--- src/rtl/core/ps2mc_pkg.sv ---
// Shared types and constants for the PS/2 mouse packet cursor.
// No dependencies; imported by ps2mc_step and ps2_mouse_packet_cursor.
package ps2mc_pkg;

  localparam int unsigned PosW  = 10;
  localparam int unsigned ByteW = 8;

  // Header test: the X/Y sign bits (4 and 5) are masked off before compare
  localparam logic [ByteW-1:0] HDR_MASK   = 8'hCF;
  localparam logic [ByteW-1:0] HDR_NONE   = 8'h08;
  localparam logic [ByteW-1:0] HDR_LEFT   = 8'h09;
  localparam logic [ByteW-1:0] HDR_RIGHT  = 8'h0A;
  // Self-test passed byte followed by device id 0
  localparam logic [ByteW-1:0] ATTACH_BYTE = 8'hAA;
  localparam logic [ByteW-1:0] ATTACH_ID   = 8'h00;

  localparam logic [PosW-1:0] MAX_X_RST = 10'd319;
  localparam logic [PosW-1:0] MAX_Y_RST = 10'd239;

  // Config register indexes
  localparam logic CFG_MAX_X = 1'b0;
  localparam logic CFG_MAX_Y = 1'b1;

  // Item kinds on in_tuser
  localparam logic ACT_BYTE  = 1'b0;
  localparam logic ACT_REARM = 1'b1;

  typedef enum logic [1:0] {
    CMD_NONE   = 2'd0,  // nothing to send
    CMD_RESET  = 2'd1,  // send 0xFF
    CMD_ENABLE = 2'd2   // send 0xF4
  } cmd_t;

  typedef struct packed {
    logic [ByteW-1:0] win0;   // older window byte
    logic [ByteW-1:0] win1;   // newer window byte
    logic [PosW-1:0]  cur_x;
    logic [PosW-1:0]  cur_y;
    logic             clicked;
    logic             undo;
    logic             armed;
  } state_t;

  typedef struct packed {
    logic [PosW-1:0] cur_x;
    logic [PosW-1:0] cur_y;
    logic            click;
    logic            undo;
    cmd_t            cmd;
  } result_t;

endpackage

--- src/rtl/core/ps2_mouse_packet_cursor.sv ---
// Top level of the PS/2 mouse packet cursor: stream ports, registers, state.
// Depends on ps2mc_pkg and ps2mc_step.
//
// Takes one received PS/2 byte (or a rearm request) per input word and
// returns one result word per input word: cursor position, latched click and
// undo flags, and a command the host should send to the mouse (none, reset
// 0xFF, or enable reporting 0xF4). A three-byte window (two stored bytes plus
// the incoming one) is scanned for a header with bit 3 set, bits 6/7 clear and
// buttons none, left or right; the two bytes after it are signed X and Y
// deltas. X is added, Y subtracted, and both saturate to 0..max. A left or
// right click latches the flags and ignores further bytes until a rearm word.
// The block takes one word per clock while the result stream is not stalled:
// the decoder state is updated in the same cycle a word leaves the input
// register, so consecutive words never wait on each other. A result word
// passes the input register and then the result register. When the result
// register is stalled, the input register still holds one word, so the
// block absorbs one extra word before dropping in_tready. max_x/max_y should
// be written through the cfg port only while the block is idle; the block
// itself does not enforce this. They reset to 319 and 239.
module ps2_mouse_packet_cursor
  import ps2mc_pkg::*;
(
  input  logic             clk,
  input  logic             rst_n,
  // input stream
  input  logic             in_tvalid,
  output logic             in_tready,
  input  logic [7:0]       in_tdata,   // [7:0] rx_byte
  input  logic             in_tuser,   // [0] action: 0 byte, 1 rearm
  // result stream
  output logic             out_tvalid,
  input  logic             out_tready,
  output logic [23:0]      out_tdata,  // [9:0] cursor_x, [19:10] cursor_y,
                                       // [20] click_flag, [21] undo_flag,
                                       // [23:22] send_command
  // config write port
  input  logic             cfg_we,
  input  logic             cfg_addr,
  input  logic [PosW-1:0]  cfg_wdata
);

  // input register
  logic             s1_valid_r;
  logic             s1_action_r;
  logic [ByteW-1:0] s1_byte_r;
  // result register
  logic             out_valid_r;
  result_t          out_res_r;
  // decoder state and config
  state_t           st_r;
  state_t           st_nxt;
  result_t          res_nxt;
  logic [PosW-1:0]  max_x_r;
  logic [PosW-1:0]  max_y_r;

  logic s1_adv;   // word moves from input register into result register
  logic in_acc;

  assign s1_adv    = s1_valid_r && (!out_valid_r || out_tready);
  assign in_tready = !s1_valid_r || s1_adv;
  assign in_acc    = in_tvalid && in_tready;

  ps2mc_step u_step (
    .cur     (st_r),
    .action  (s1_action_r),
    .rx_byte (s1_byte_r),
    .max_x   (max_x_r),
    .max_y   (max_y_r),
    .nxt     (st_nxt),
    .res     (res_nxt)
  );

  // control and state
  always_ff @(posedge clk) begin
    if (!rst_n) begin
      s1_valid_r  <= 1'b0;
      out_valid_r <= 1'b0;
      st_r        <= '{win0: '0, win1: '0, cur_x: '0, cur_y: '0,
                       clicked: 1'b0, undo: 1'b0, armed: 1'b1};
      max_x_r     <= MAX_X_RST;
      max_y_r     <= MAX_Y_RST;
    end else begin
      if (in_acc) begin
        s1_valid_r <= 1'b1;
      end else if (s1_adv) begin
        s1_valid_r <= 1'b0;
      end
      if (s1_adv) begin
        out_valid_r <= 1'b1;
        st_r        <= st_nxt;
      end else if (out_tready) begin
        out_valid_r <= 1'b0;
      end
      if (cfg_we) begin
        case (cfg_addr)
          CFG_MAX_X: max_x_r <= cfg_wdata;
          CFG_MAX_Y: max_y_r <= cfg_wdata;
          default:   ;
        endcase
      end
    end
  end

  // payload, no reset needed
  always_ff @(posedge clk) begin
    if (in_acc) begin
      s1_action_r <= in_tuser;
      s1_byte_r   <= in_tdata;
    end
    if (s1_adv) begin
      out_res_r <= res_nxt;
    end
  end

  assign out_tvalid = out_valid_r;
  assign out_tdata  = {out_res_r.cmd, out_res_r.undo, out_res_r.click,
                       out_res_r.cur_y, out_res_r.cur_x};

`ifndef ASSERT_OFF
  // Disarmed means a click was latched
  a_disarm_clicked: assert property (@(posedge clk) disable iff (!rst_n)
    !st_r.armed |-> st_r.clicked)
    else $error("disarmed without click flag");

  // Undo never appears without click
  a_undo_click: assert property (@(posedge clk) disable iff (!rst_n)
    st_r.undo |-> st_r.clicked)
    else $error("undo flag set without click flag");

  // A rearm word always reports the reset command and clears the flags
  a_rearm_cmd: assert property (@(posedge clk) disable iff (!rst_n)
    (s1_adv && s1_action_r == ACT_REARM) |=>
      (out_res_r.cmd == CMD_RESET && !st_r.clicked && st_r.armed))
    else $error("rearm did not report reset command");

  // Bytes are ignored while disarmed
  a_disarmed_hold: assert property (@(posedge clk) disable iff (!rst_n)
    (s1_adv && s1_action_r == ACT_BYTE && !st_r.armed) |=>
      ($stable(st_r) && out_res_r.cmd == CMD_NONE))
    else $error("state changed while disarmed");
`endif

endmodule

--- src/rtl/core/ps2mc_step.sv ---
// Combinational next-state and result logic for one word.
// Depends on ps2mc_pkg.
module ps2mc_step
  import ps2mc_pkg::*;
(
  input  state_t           cur,
  input  logic             action,
  input  logic [ByteW-1:0] rx_byte,
  input  logic [PosW-1:0]  max_x,
  input  logic [PosW-1:0]  max_y,
  output state_t           nxt,
  output result_t          res
);

  logic [ByteW-1:0] hdr;
  logic             is_hdr;
  logic             is_attach;
  logic [PosW+1:0]  x_sum;
  logic [PosW+1:0]  y_sum;
  logic [PosW-1:0]  x_sat;
  logic [PosW-1:0]  y_sat;
  cmd_t             cmd;

  assign hdr       = cur.win0 & HDR_MASK;
  assign is_hdr    = hdr inside {HDR_NONE, HDR_LEFT, HDR_RIGHT};
  assign is_attach = (cur.win1 == ATTACH_BYTE) && (rx_byte == ATTACH_ID);

  // 12-bit signed sums: position plus or minus a sign-extended delta
  assign x_sum = {2'b00, cur.cur_x} + {{(PosW+2-ByteW){cur.win1[ByteW-1]}}, cur.win1};
  assign y_sum = {2'b00, cur.cur_y} - {{(PosW+2-ByteW){rx_byte[ByteW-1]}}, rx_byte};

  always_comb begin
    if (x_sum[PosW+1]) begin
      x_sat = '0;
    end else if (x_sum[PosW:0] > {1'b0, max_x}) begin
      x_sat = max_x;
    end else begin
      x_sat = x_sum[PosW-1:0];
    end
    if (y_sum[PosW+1]) begin
      y_sat = '0;
    end else if (y_sum[PosW:0] > {1'b0, max_y}) begin
      y_sat = max_y;
    end else begin
      y_sat = y_sum[PosW-1:0];
    end
  end

  always_comb begin
    nxt = cur;
    cmd = CMD_NONE;
    if (action == ACT_REARM) begin
      nxt.clicked = 1'b0;
      nxt.undo    = 1'b0;
      nxt.armed   = 1'b1;
      cmd         = CMD_RESET;
    end else if (cur.armed) begin
      if (is_attach) begin
        cmd = CMD_ENABLE;
      end else if (is_hdr) begin
        if (hdr == HDR_RIGHT) begin
          nxt.undo = 1'b1;
        end else begin
          nxt.cur_x = x_sat;
          nxt.cur_y = y_sat;
        end
        if (hdr != HDR_NONE) begin
          nxt.clicked = 1'b1;
          nxt.armed   = 1'b0;
        end
        nxt.win0 = '0;
        nxt.win1 = '0;
      end else begin
        nxt.win0 = cur.win1;
        nxt.win1 = rx_byte;
      end
    end
  end

  assign res.cur_x = nxt.cur_x;
  assign res.cur_y = nxt.cur_y;
  assign res.click = nxt.clicked;
  assign res.undo  = nxt.undo;
  assign res.cmd   = cmd;

endmodule
--- config.mk ---
export PLATFORM = sky130hd
export DESIGN_NAME = ps2_mouse_packet_cursor
export DESIGN_NICKNAME = d
export VERILOG_FILES = /design/src/rtl/core/ps2mc_pkg.sv /design/src/rtl/core/ps2_mouse_packet_cursor.sv /design/src/rtl/core/ps2mc_step.sv
export SDC_FILE = /design/constraint.sdc
export NUM_CORES = 1
export LEC_CHECK = 0
export BUFFER_PORTS_ARGS = -buffer_cell sky130_fd_sc_hd__buf_2
export CORE_ASPECT_RATIO = 1.25
export CORE_MARGIN = 2
export CORE_UTILIZATION = 30
export CTS_CLUSTER_SIZE = 10
export DETAILED_ROUTE_END_ITERATION = 16
export GPL_TIMING_DRIVEN = 0
export PLACE_DENSITY = 0.48
export SYNTH_ARGS = -nofsm -noshare
export SYNTH_HDL_FRONTEND = slang
export SYNTH_SLANG_ARGS = --single-unit
--- constraint.sdc ---
create_clock -name clk -period 4.25 [get_ports clk]
set_clock_uncertainty 0.1 [all_clocks]
set_input_delay 0.6375 -clock clk [delete_from_list [all_inputs] [get_ports clk]]
set_output_delay 0.6375 -clock clk [all_outputs]
set_load 0.1 [all_outputs]
Word-level counts from Yosys, hierarchy flattened
Cells that the tools add are included.
{"block": "totals", "out_inout_bits": 26, "inputBits": 25, "ff_bits": 94}
{"block": "op_classes", "n_mux": 20, "bitwise_logic": 4, "n_reduce_logical": 15, "eq_ne": 5, "magnitude_cmp": 2, "add_sub_neg": 2}
{"op": "two-way mux 23 bit", "count": 3}
{"op": "two-way mux 10 bit", "count": 4}
{"op": "two-way mux 20 bit", "count": 2}
{"op": "> comparator 11 x 10 -> 1 bit", "count": 2}
{"op": "equality test 6 x 4 -> 1 bit, second input constant", "count": 3}
{"op": "two-way mux 16 bit", "count": 1}
{"op": "adder 11 x 8 -> 12 bit", "count": 1}
{"op": "subtractor 11 x 8 -> 12 bit", "count": 1}
{"op": "equality test 8 bit, second input constant", "count": 1}
{"op": "logical NOT 8 bit", "count": 1}
{"op": "two-way mux 1 bit", "count": 8}
{"op": "!= test 6 x 4 -> 1 bit, second input constant", "count": 1}
{"op": "inverter 1 bit", "count": 4}
{"op": "AND reduction 2 bit", "count": 2}
{"op": "AND reduction 4 bit", "count": 1}
{"op": "nonzero test 2 bit", "count": 2}
{"op": "logical AND 1 bit", "count": 3}
{"op": "two-way mux 3 bit", "count": 1}
{"op": "nonzero test 3 bit", "count": 1}
{"op": "logical NOT 1 bit", "count": 2}
{"op": "logical OR 1 bit", "count": 2}
{"op": "two-way mux 2 bit", "count": 1}
{"op": "OR reduction 2 bit", "count": 1}

Depth between registers and ports, before layout
{"block": "logic_depth", "word_depth": 9, "depth_mapped": 17, "mapped_depth_nobuf": 16}

Hierarchy
Synthesis repeated with hierarchy kept, for this count alone.
{"block": "hier_totals", "cells_unflattened": 685, "area_unflattened_um2": 5854.4}
{"module": "ps2_mouse_packet_cursor", "cells_each": 301, "seq_area_each_um2": 2212.1, "area_per_inst_um2": 3342.0, "instances": 1}
{"module": "ps2mc_step", "cells_each": 384, "seq_area_each_um2": 0.0, "area_per_inst_um2": 2512.4, "instances": 1}

Worst setup path after synthesis
Ideal clock, no wire load.
{"block": "synth_path", "kind": "register -> register", "from": "register st_r[23] (netlist bit)", "to": "register out_res_r (netlist bit out_tdata[4]), data pin", "arrival_time_ns": 3.044, "slack_ns": 0.843, "setup_time_ns": 0.263, "stages_incl_launch_ff": 17, "cell_sequence": "dfxtp_1 > ha_1 > inv_1 > fa_1 > nand2b_1 > a21oi_1 > nor3_1 > nor2_1 > xnor2_1 > ha_1 > nand4_1 > or4_1 > o211ai_1 > a21oi_1 > buf_4 > mux2i_1 > o21ai_0"}
{"item": "start, declared", "line_no": "ps2_mouse_packet_cursor.sv:50", "source": "state_t st_r;"}
{"item": "start signal, assigned", "line_no": "ps2_mouse_packet_cursor.sv:78", "source": "st_r <= '{win0: '0, win1: '0, cur_x: '0, cur_y: '0,"}
{"item": "start signal, assigned", "line_no": "ps2_mouse_packet_cursor.sv:90", "source": "st_r <= st_nxt;"}
{"item": "end signal, assigned", "line_no": "ps2_mouse_packet_cursor.sv:111", "source": "out_res_r <= res_nxt;"}
{"item": "end, declared", "line_no": "ps2_mouse_packet_cursor.sv:48", "source": "result_t out_res_r;"}

==> flow_summary_export.csv <==
group,metric,value,unit
cells_and_area,area_growth,15.84,%
worst_setup_path,cp.required,4220,ps
cts,tritoncts,"yes",
cts,worstSkewPairLatency,340,ps
place,hpwl,10.32,mm
die,dieWidth,119.9,um
detailed_routing,vias,4081,
die,dieArea,17860,um2
worst_setup_path,r2r_cells,16,
sta,fin_hold_ws,350.0,ps
sta,worst_slew_pin_slew,1253,ps
sta,setup_violations,0,
detailed_routing,vias_per_cell,4.893,
worst_setup_path,r2r-start,"st_r[23]",
sta,fmax,248.6,MHz
sta,fin_crit,4022,ps
worst_setup_path,cp_max_fo,10,
detailed_routing,drc,0,
power_and_ir_drop,ir_worst_vdd,0.2123,mV
synth,syn_area_per_cell,9.199,um2
worst_setup_path,rrSetupSlack,230,ps
synth,ys.flop_type,"dfxtp_1",
synth,synth_edf_count,33,
cts,htree_levels,3,
run_status,outcome,"complete, no violations",
cells_and_area,nNetsFinal,678,
sta,final-max-slew-violation-count,0,
synth,ys_ff_latch,92,
sta,post-route-period-util,0.9463,
cts,clock-sinks,92,
die,start_util,0.3029,
detailed_routing,drt-total-wl,13.23,mm
die,die_h,148.9,um
detailed_routing,wire_per_inst,15.87,um
synth,ys_types,54,
synth,syn-num-nets,617,
synth,synthCells,548,
grt,grt_max_degree,31,
place,port_buffers,50,
worst_setup_path,path_class,"reg2reg",
grt,grt_pass1_vias,4027,
die,coreArea,16640,um2
synth,synth_area,5041,um2
detailed_routing,antenna_left,0,
synth,ys_seq_area_frac,0.4309,
flow_run,max_cap_violations,0,
sta,finalWorstSetupSlack,228.0,ps
cells_and_area,final_cells,834,
die,ios,51,
cells_and_area,drive_gt1_frac,0.1352,
worst_setup_path,crit_path_start_kind,"flop",
cells_and_area,diodes,0,
cts,root_buffer,"clkbuf_16",
detailed_routing,firstDrtPassIters,4,
place,dp_cells,818,
place,post-place-ws,272.2,ps
cells_and_area,final_cell_mix,"94 x nand2_1, 59 x dfxtp_1, 54 x buf_2",
grt,antenna_found_initial,0,
power_and_ir_drop,p_leak,0.002480,uW
worst_setup_path,timing.rr.end,"out_tdata[0]",
worst_setup_path,startpoint,"st_r[23]",
power_and_ir_drop,p_per_area,334.1,nW/um2
cts,cts_setup_buffers,0,
grt,grt_pass1_wl,20.81,mm
cells_and_area,final_common_cell,"nand2_1",
cts,path_clk_slew,70,ps
die,num_rows,53,
sta,hold_violations,0,
sta,rsz0062_at_grt,"yes",
sta,relSlewSlack,0.1594,
worst_setup_path,crit_end,"out_tdata[0]",
cts,numCtsBuffers,9,
grt,gr-usage-all-layers,0.1509,
grt,grt-ovfl-total,0,
detailed_routing,drt-initial-drc-count,193,
synth,ys_async_sr_fraction,0,
cts,clockBufferDepth,2,
worst_setup_path,arrival,3990,ps
min_path,min-delay-path-class,"reg2reg",
worst_setup_path,endpoint_kind,"flop",
place,gp_congestion,0.8475,
synth,yosysWarnings,0,
==> area by class of cell <==
| class | instances | area [um2] |
|---|---|---|
| plain buffers | 18 | 83.83 |
| clock buffers | 13 | 240.2 |
| clock inverters | 3 | 16.27 |
| fillers | 1727 | 10810 |
| inverters | 43 | 161.4 |
| multi-input cells | 395 | 2640 |
| flip-flops and latches | 92 | 2172 |
| well taps | 220 | 275.3 |
| repair buffers | 50 | 250.2 |
==> worst min-delay path by stage <==
stage                      startpoint       endpoint  slack [ps]  cells after the start
after floorplan           s1_action_r  out_tdata[22]         320                      0
after global placement    s1_action_r  out_tdata[22]         330                      0
after detailed placement  s1_action_r  out_tdata[22]         340                      0
after CTS                 s1_action_r  out_tdata[22]         350                      0
after global routing         in_tuser    s1_action_r         360                      1
final                     s1_action_r  out_tdata[22]         350                      0
==> worst max-delay path: stages, from the launching register on <==
cell and delay [ps]:
dfxtp_1 420, ha_1 250, inv_1 70, fa_1 390, nand2b_1 180, a21oi_1 230, nor3_1 120, nor2_1 120
xnor2_1 110, ha_1 300, nand4_1 110, or4_1 550, o211ai_1 120, a21oi_1 110, buf_4 200, mux2i_1 230
o21ai_0 130
==> per-stage QoR <==
step | total power, uW | cell area, um2 | setup TNS (ps) | util
floorplan | 1166 | 5041 | 0 | -
global placement | 1236 | 5567 | 0 | 0.3344
detailed placement | 1241 | 5567 | 0 | 0.3344
CTS | 1977 | 5823 | 0 | 0.3498
global route | 2039 | 5839 | -27.85 | 0.3508
finish | 1951 | 5839 | 0 | 0.3508
==> state kept, by name, indices dropped and copies added, names as in the netlist <==
register,count
s1_byte_r,8
max_x_r,10
s1_action_r,1
out_tvalid,1
out_tdata,24
st_r,37
max_y_r,10
s1_valid_r,1
==> cells by family after synthesis <==
family	Yosys count	synth area share
buf+inv	61	0.04865
simple gates	181	0.1683
mux	20	0.03971
fa+ha+maj	44	0.1122
compound gates	135	0.1728
xor+xnor	15	0.02755
flops	92	0.4309
==> what timing repair did <==
action	in CTS	in global routing
resized for setup	0	4
setup endpoints to repair	0	10
hold buffers	0	0
==> report_power, final <==
part	total [uW]	leakage (uW)	switching [uW]	internal, uW
clock	729	0.000128	333	396
combinational	260	0.00155	178	81.6
sequential	962	0.000803	21.8	940
==> synthesized netlist by cell type (5+ instances only) <==
| library cell | instances | area (um2) |
|---|---|---|
| inv_1 | 42 | 157.7 |
| nand4_1 | 5 | 31.28 |
| xor2_1 | 7 | 61.31 |
| nand2b_1 | 7 | 43.79 |
| dfxtp_1 | 59 | 1181 |
| clkbuf_1 | 12 | 45.04 |
| ha_1 | 42 | 525.5 |
| nor3_1 | 5 | 25.02 |
| a21boi_0 | 21 | 157.7 |
| edfxtp_1 | 33 | 991.0 |
| o21a_1 | 6 | 45.04 |
| or3_1 | 5 | 31.28 |
| o211ai_1 | 14 | 105.1 |
| nand3_1 | 21 | 105.1 |
| a211oi_1 | 5 | 37.54 |
| mux2i_1 | 20 | 200.2 |
| nor2b_1 | 6 | 37.54 |
| o21ai_0 | 26 | 130.1 |
| nand2_1 | 94 | 352.8 |
| a21o_1 | 5 | 37.54 |
| nor2_1 | 18 | 67.56 |
| a21oi_1 | 18 | 90.09 |
| o21ai_1 | 24 | 120.1 |
| xnor2_1 | 7 | 61.31 |
==> per-layer routing <==
metal,share of wire,wire length (um),track usage,vias to the layer above
met5,0,0,0,-
met4,0.022,295,0.05235,0
met3,0.026,340,0.02485,14
met2,0.54,7104,0.2795,68
met1,0.41,5491,0.1741,1945
li1,-,-,-,2054
Note: power is estimated with default switching activity, not from simulation.
